**src/sv/fird_pkg.sv**
```systemverilog
// shared types for the fir decimator
`timescale 1ns / 1ps

package fird_pkg;

    // sequencer states of the tap walk
    typedef enum logic [1:0] {
        ST_IDLE,
        ST_RUN,
        ST_DRAIN,
        ST_FINISH
    } fird_state_t;

    // control that travels beside the data read from the two memories
    typedef struct packed {
        logic vld;
        logic last;
        logic dat_ok;
        logic coef_ok;
    } fird_tap_ctrl_t;

    // register indexes on the configuration port
    localparam logic REG_DECIM = 1'b0;
    localparam logic REG_TAPS  = 1'b1;

endpackage

```
**src/sv/fird_mac.sv**
```systemverilog
// shared complex-by-real multiply-accumulate with rounding and saturation
`timescale 1ns / 1ps

module fird_mac
    import fird_pkg::*;
#(
    parameter int NUM_TAPS    = 64,
    parameter int SAMPLE_BITS = 16,
    parameter int COEF_BITS   = 18
) (
    input  logic                          aclk,
    input  logic                          aresetn,
    input  logic                          start,
    input  fird_tap_ctrl_t                tap_ctrl,
    input  logic signed [SAMPLE_BITS-1:0] tap_re,
    input  logic signed [SAMPLE_BITS-1:0] tap_im,
    input  logic signed [COEF_BITS-1:0]   tap_coef,
    output logic                          done,
    output logic signed [SAMPLE_BITS-1:0] res_re,
    output logic signed [SAMPLE_BITS-1:0] res_im
);

    localparam int PW = SAMPLE_BITS + COEF_BITS;
    localparam int AW = PW + $clog2(NUM_TAPS) + 1;
    localparam logic signed [AW-1:0] SAT_HI = AW'((64'sd1 <<< (SAMPLE_BITS - 1)) - 64'sd1);
    localparam logic signed [AW-1:0] SAT_LO = -SAT_HI - AW'(1);
    localparam logic signed [AW-1:0] HALF_LSB = AW'(64'sd1 <<< (COEF_BITS - 2));

    logic signed [SAMPLE_BITS-1:0] op_re;
    logic signed [SAMPLE_BITS-1:0] op_im;
    logic signed [COEF_BITS-1:0]   op_c;
    logic signed [PW-1:0]          prod_re_reg, prod_re_next;
    logic signed [PW-1:0]          prod_im_reg, prod_im_next;
    logic                          mul_vld_reg, mul_last_reg;
    logic signed [AW-1:0]          acc_re_reg, acc_re_next;
    logic signed [AW-1:0]          acc_im_reg, acc_im_next;
    logic                          done_reg;

    // round half up to the sample grid, then clamp
    function automatic logic signed [SAMPLE_BITS-1:0] rnd_sat(input logic signed [AW-1:0] a);
        logic signed [AW-1:0] r;
        logic signed [AW-1:0] q;
        r = a + HALF_LSB;
        q = r >>> (COEF_BITS - 1);
        if (q > SAT_HI) begin
            return SAT_HI[SAMPLE_BITS-1:0];
        end else if (q < SAT_LO) begin
            return SAT_LO[SAMPLE_BITS-1:0];
        end
        return q[SAMPLE_BITS-1:0];
    endfunction

    // entries never written read as zero
    assign op_re = tap_ctrl.dat_ok  ? tap_re   : '0;
    assign op_im = tap_ctrl.dat_ok  ? tap_im   : '0;
    assign op_c  = tap_ctrl.coef_ok ? tap_coef : '0;

    // products
    always_comb begin
        prod_re_next = op_re * op_c;
        prod_im_next = op_im * op_c;
    end

    // accumulate
    always_comb begin
        acc_re_next = acc_re_reg;
        acc_im_next = acc_im_reg;
        if (start) begin
            acc_re_next = '0;
            acc_im_next = '0;
        end else if (mul_vld_reg) begin
            acc_re_next = acc_re_reg + {{(AW-PW){prod_re_reg[PW-1]}}, prod_re_reg};
            acc_im_next = acc_im_reg + {{(AW-PW){prod_im_reg[PW-1]}}, prod_im_reg};
        end
    end

    always_ff @(posedge aclk) begin
        if (!aresetn) begin
            mul_vld_reg  <= 1'b0;
            mul_last_reg <= 1'b0;
            done_reg     <= 1'b0;
        end else begin
            mul_vld_reg  <= tap_ctrl.vld;
            mul_last_reg <= tap_ctrl.vld & tap_ctrl.last;
            done_reg     <= mul_vld_reg & mul_last_reg;
        end
    end

    always_ff @(posedge aclk) begin
        prod_re_reg <= prod_re_next;
        prod_im_reg <= prod_im_next;
        acc_re_reg  <= acc_re_next;
        acc_im_reg  <= acc_im_next;
    end

    assign done   = done_reg;
    assign res_re = rnd_sat(acc_re_reg);
    assign res_im = rnd_sat(acc_im_reg);

endmodule

```
**config.mk**
```make
export PLATFORM = sky130hd
export DESIGN_NAME = fird_mac
export DESIGN_NICKNAME = d
export VERILOG_FILES = /design/src/sv/fird_pkg.sv /design/src/sv/fird_mac.sv
export SDC_FILE = /design/constraint.sdc
export NUM_CORES = 2
export LEC_CHECK = 0
export CAP_MARGIN = 10
export CORE_ASPECT_RATIO = 0.6
export CORE_MARGIN = 2
export CORE_UTILIZATION = 50
export CTS_CLUSTER_SIZE = 12
export DETAILED_ROUTE_END_ITERATION = 10
export DONT_BUFFER_PORTS = 1
export GPL_ROUTABILITY_DRIVEN = 0
export PLACE_DENSITY = 0.72
export SLEW_MARGIN = 5
export SYNTH_ARGS = -nofsm -noshare
export SYNTH_HDL_FRONTEND = slang
export SYNTH_SLANG_ARGS = --single-unit
export TNS_END_PERCENT = 1
```
**constraint.sdc**
```tcl
create_clock -name aclk -period 8.35 [get_ports aclk]
set_input_delay 2.0875 -clock aclk [delete_from_list [all_inputs] [get_ports aclk]]
set_output_delay 2.0875 -clock aclk [all_outputs]
set_load 0.03 [all_outputs]
```
After elaboration in Yosys (flattened, before gate mapping). Index checks and enable logic that the tools add are counted.

Register bits after elaboration: 153. Latch bits: 0. RAM bits: 0. Memory bits (read-only): 0. Output and inout port bits: 33. Word-level logic and storage cells: 32. Memories kept: 0.

$add $sub $neg: 4. $mul: 2. Div/mod/pow operators: 0. Order comparisons: 4. Eq/ne operators: 0. Shifts and indexed selects: 0. Muxes and demuxes: 13. Bitwise logic cells: 2. Reductions and logical operators: 0.

Operator list (number): 2-to-1 mux 16 bit (8); adder 41 x 18 -> 41 bit, second input constant (2); adder 41 bit (2); multiplier 16 x 18 -> 34 bit (2); greater-than comparator 24 x 16 -> 1 bit, second input constant (2); < comparator 24 x 16 -> 1 bit, second input constant (2); 2-to-1 mux 18 bit (1); 2-to-1 mux 1 bit (4); bitwise AND 1 bit (2).

Longest topological paths before layout.
Depth after elaboration: 5. Depth in mapped cells: 28. Depth with buffers taken out: 24.

Least setup slack after synthesis. Ideal clock, no wire load.

Kind: input to register. From: input port tap_ctrl[0] in the netlist's numbering. To: register prod_re_reg[30]. Library setup time: 0.072 ns. Arrival: 8.363 ns. Required time: 8.278 ns. Setup slack: -0.085 ns. Stages: 25. Path buffers: 3. Cells stage by stage: clkbuf_1 clkbuf_1 and2_0 clkbuf_1 nand2_1 fa_1 fa_1 fa_1 inv_1 fa_1 fa_1 inv_1 fa_1 inv_1 ha_1 a21oi_1 a21boi_0 o41ai_1 and3_1 a21boi_0 a31o_2 a41oi_1 o21bai_1 a21oi_1 xnor2_1.

Longest elaborated chain between the ends: 2.

Ends and longest elaborated chain: start, declared (line fird_mac.sv:14) `input fird_tap_ctrl_t tap_ctrl,`; 2-to-1 mux 18 bit (line fird_mac.sv:56) `assign op_c = tap_ctrl.coef_ok ? tap_coef : '0;`; multiplier 16 x 18 -> 34 bit (line fird_mac.sv:60) `prod_re_next = op_re * op_c;`; named net prod_re_next[30] (line fird_mac.sv:32) `logic signed [PW-1:0] prod_re_reg, prod_re_next;`; end signal, assigned (line fird_mac.sv:90) `prod_re_reg <= prod_re_next;`; end, declared (line fird_mac.sv:32).

The timed path passes the listed nets, and every way through them passes these cells. A chain may end at the register's enable or synchronous reset.

Final worst setup path.
From: input port tap_ctrl[1] in the netlist's numbering. To: register prod_re_reg[30].

Longest elaborated chain between the ends: 2.

Ends and longest elaborated chain: 2-to-1 mux 16 bit (line fird_mac.sv:54) `assign op_re = tap_ctrl.dat_ok ? tap_re : '0;`; multiplier 16 x 18 -> 34 bit (line fird_mac.sv:60); named net prod_re_next[30] (line fird_mac.sv:32).

The timed path passes the listed nets, and every way through them passes these cells.

==> tab_implementation.tex <==
\begin{tabular}{lr}
\hline
Metric & Value \\
\hline
\multicolumn{2}{l}{\textbf{CTS}} \\
\quad Hold-fix buffers at CTS & 0 \\
\quad Clock buffer count from CTS & 17 \\
\quad Clock slew at reported path FFs & 0.07 ns \\
\quad CTS Root Cell & sky130\_fd\_sc\_hd\_\_clkbuf\_16 \\
\quad Maximum level of the CTS H-tree & 4 \\
\quad Total number of clock tree sinks & 153 \\
\quad Clock Path Buffers & 2 \\
\quad Buffers inserted by post-CTS timing repair & 0 \\
\quad Insertion delay to the later sink of the worst-skew pair & 0.45 ns \\
\quad Clock tree from TritonCTS & built \\
\quad Cells resized by post-CTS repair & 0 \\
\multicolumn{2}{l}{\textbf{Pwr}} \\
\quad Power Internal & 3.54 mW \\
\quad Clock share of power & 11.3\% \\
\quad Power Dens Cells & 220 nW/µm² \\
\quad Tot Pwr & 7.27 mW \\
\quad Net Sw Frac & 51.3\% \\
\quad Combinational share of power & 71.8\% \\
\quad Sw Pwr & 3.73 mW \\
\quad Sequential cell fraction of total power & 17.0\% \\
\quad Static leakage & 16.6 nW \\
\quad Worst VDD drop & 0.176 mV \\
\multicolumn{2}{l}{\textbf{Routing}} \\
\quad DRC violation total after the first TritonRoute iteration & 2119 \\
\quad DR pass1 iterations & 6 \\
\quad Total length of routed met3 wires & 9490 µm \\
\quad Final wirelength & 82700 µm \\
\quad Detailed-route wire length on metal 1 & 35900 µm \\
\quad Top layer used by detailed routing & met5 \\
\quad Via-to-Cell Ratio & 5.48 \\
\quad Routed wire length on met2 & 34800 µm \\
\quad Vias after detailed routing & 24354 \\
\quad Remaining DRCs & 0 \\
\quad Routed WL per cell & 18.6 µm \\
\quad Antenna viol nets, final & 0 \\
\multicolumn{2}{l}{\textbf{Yosys}} \\
\quad Proportion of synthesized chip area in sequential cells & 9.99\% \\
\quad XOR/XNOR share of the synthesized area & 4.94\% \\
\quad Cell type with the largest total area after synthesis & sky130\_fd\_sc\_hd\_\_fa\_1 \\
\quad Compound-cell area share of the yosys netlist & 9.89\% \\
\quad Number of nets in the synthesized netlist & 4453 \\
\quad Dominant combinational cell family by area after synthesis & adder cells \\
\quad Warnings from Yosys & 0 \\
\quad Library cells used by synthesis & 87 \\
\quad Basic-gate share of the synthesized area counting and, or, nand and nor cells & 15.4\% \\
\quad Share of cell area taken by muxes after synthesis & 1.48\% \\
\quad Cells after synthesis & 3560 \\
\quad Most frequently used flop master after synthesis & sky130\_fd\_sc\_hd\_\_dfxtp\_1 \\
\quad Count of flip-flops with a built-in enable after synthesis & 0 \\
\quad Area share of the leading cell type in the synthesized netlist & 38.0\% \\
\quad Dominant cells by area after synthesis & sky130\_fd\_sc\_hd\_\_fa\_1 38\%, sky130\_fd\_sc\_hd\_\_ha\_1 10\%, sky130\_fd\_sc\_hd\_\_dfxtp\_1 10\%, sky130\_fd\_sc\_hd\_\_inv\_1 8.1\%, sky130\_fd\_sc\_hd\_\_nor2\_1 5.4\% \\
\quad Adder-cell share of the synthesized area & 48.3\% \\
\quad Share of flip-flops with an asynchronous set or reset & 0\% \\
\quad Syn Std Cell Area & 30700 µm² \\
\quad Mean instance size in the synthesized netlist & 8.62 µm² \\
\quad Number of synthesized register bits & 153 \\
\multicolumn{2}{l}{\textbf{STA}} \\
\quad Final clock period utilization by the worst path & 95.7\% \\
\quad Endpoints failing setup & 0 \\
\quad Final Critical Period & 7.99 ns \\
\quad Minimum hold slack & 0.464 ns \\
\quad Count of endpoints failing hold in the final timing report & 0 \\
\quad Setup repair after global routing missed its margin & false \\
\quad Max-slew headroom at the worst pin & 20.6\% \\
\quad Number of slew-limit violations in the final report & 0 \\
\quad Fmax & 0.125 GHz \\
\quad Worst clock skew on the final layout & 0.0157 ns \\
\quad Transition at the pin with the smallest max-transition slack & 1.18 ns \\
\multicolumn{2}{l}{\textbf{Layout}} \\
\quad Area growth syn-to-layout & 7.67\% \\
\quad Total number of nets in the final design & 4490 \\
\quad Fill cell instance count of the final layout & 5583 \\
\quad Fraction of final layout cells with drive strength greater than 1 & 6.09\% \\
\quad Footprint of the multi-input gates & 24600 µm² \\
\quad Final core utilization & 54.3\% \\
\quad Sequential cell area & 3070 µm² \\
\multicolumn{2}{l}{\textbf{Worst setup path}} \\
\quad Cell with the biggest individual delay on the critical path & sky130\_fd\_sc\_hd\_\_fa\_1 \\
\quad Data arrival at the endpoint of the critical path & 8.36 ns \\
\quad Category of the worst setup path launch point & primary input \\
\quad Largest fanout on the critical path & 78 \\
\quad Critical Path Sink Type & flip-flop \\
\quad R2R setup slack & 4.83 ns \\
\quad Largest stage delay on the critical path & 0.51 ns \\
\quad Type of the setup path with the least slack & in2reg \\
\quad Critical path's most frequent cell & sky130\_fd\_sc\_hd\_\_fa\_1 \\
\quad Critical path cell sequence & and2\_1, nand2\_1, inv\_1, fa\_1, inv\_1, fa\_1, fa\_1, inv\_1, fa\_1, fa\_1, inv\_1, fa\_1, inv\_1, ha\_1, a21oi\_1, a21boi\_0, o41ai\_1, and3\_1, a21boi\_0, a31o\_2, a41oi\_1, o21bai\_1, a21oi\_1, xnor2\_1 \\
\quad WP data required & 8.73 ns \\
\multicolumn{2}{l}{\textbf{GRT}} \\
\quad Number of antenna violations at the first check in global routing & 3 \\
\quad Overall global routing resource usage & 27.7\% \\
\quad Largest net degree at the start of global routing & 92 \\
\quad GR Overflow Total & 0 \\
\quad Via count of the first global-routing pass & 25398 \\
\quad First-pass GRT wire length & 138000 µm \\
\multicolumn{2}{l}{\textbf{Die}} \\
\quad Starting density of the core & 50.5\% \\
\quad Standard-cell row count & 70 \\
\quad Number of placed I/O pins & 90 \\
\quad Die area & 63400 µm² \\
\quad Core footprint & 60800 µm² \\
\quad Width of the chip & 324 µm \\
\quad Die Span Y & 196 µm \\
\multicolumn{2}{l}{\textbf{Place}} \\
\quad DPL Wire Length & 69500 µm \\
\quad PortBufs & 0 \\
\multicolumn{2}{l}{\textbf{Min path}} \\
\quad Classification of the worst-slack hold path & reg2reg \\
\multicolumn{2}{l}{\textbf{Run status}} \\
\quad Status & finished clean \\
\multicolumn{2}{l}{\textbf{Job}} \\
\quad Max-capacitance violation count & 0 \\
\hline
\end{tabular}
## per-layer routing
metal | vias up | global-route usage, %
met5 | - | 0
met4 | 2 | 7.24
met3 | 185 | 9.22
met2 | 1071 | 41.3
met1 | 11868 | 38.8
li1 | 11228 | -
## cell families (layout without fill, tap and decap cells)
family          count (synthesis)  in the layout
xor+xnor                      173            173
fa+ha+maj                     836            836
compound gates                456            456
buf+inv                       803            853
other cells                     0              3
mux                            45             45
simple gates                 1094           1094
flops                         153            153
## power by group through the flow
stage                     Combinational, mW  Clock (mW)  Sequential (mW)
after CTS                              5.22       0.836             1.23
final                                  5.21       0.818             1.23
after floorplan                        4.01           0             1.13
after global placement                 5.09           0             1.25
after global routing                   5.88       0.869             1.26
after detailed placement               5.16           0             1.25
## cells in the final DEF, fill, tap and decap left out, drive strengths merged, types with 76 or more instances in the layout
cell,n
dfxtp,153
xnor2,116
o21ai,94
nand3,76
ha,254
fa,582
a21oi,120
inv,675
nor2,445
buf,153
nand2,374
## cells in the mapped netlist (all sizes together) (69+ instances only)
cell type  number
nor2          445
a21o           69
clkbuf        122
ha            254
fa            582
dfxtp         153
xnor2         116
nand2         374
a21oi         120
o21ai          94
nand3          76
inv           666
## through the flow
stage | TNS, ns | worst slack (ns) | cell area [µm²] | instances
after floorplan | -0.0147 | -0.0147 | 30700 | 3560
after global placement | 0 | 0.0664 | 32400 | 4406
after detailed placement | -0.0427 | -0.0338 | 32400 | 4406
after CTS | 0 | 0.421 | 33000 | 4438
after global routing | 0 | 0.149 | 33000 | 4438
final | 0 | 0.362 | 33000 | 4441
## final cells by class
| type | count | area share, % |
|---|---|---|
| multi-input cells | 2604 | 74.4 |
| flip-flops and latches | 153 | 9.29 |
| inverters | 668 | 7.59 |
| repair buffers | 153 | 3.70 |
| well taps | 828 | 3.14 |
| clock buffers | 17 | 1.29 |
| clock inverters | 15 | 0.591 |
| diodes | 3 | 0.0227 |
## worst max-delay path: cells and delay by family
family                   cells  cell delay (ns)
AO/OA/AOI/OAI                8             1.75
XOR/XNOR                     1             0.14
buffers and inverters        5             0.34
adder cells (fa/ha/maj)      7             3.31
AND/OR/NAND/NOR              3             0.72
## path summary, 6_finish.rpt
path                 start         endpoint  cells past startpoint
max            tap_ctrl[1]  prod_re_reg[30]                     24
min           mul_last_reg             done                      1
max reg2reg  acc_im_reg[0]   acc_im_reg[40]                     13
min reg2reg   mul_last_reg             done                      1
Note: power is estimated with default switching activity, not from simulation.
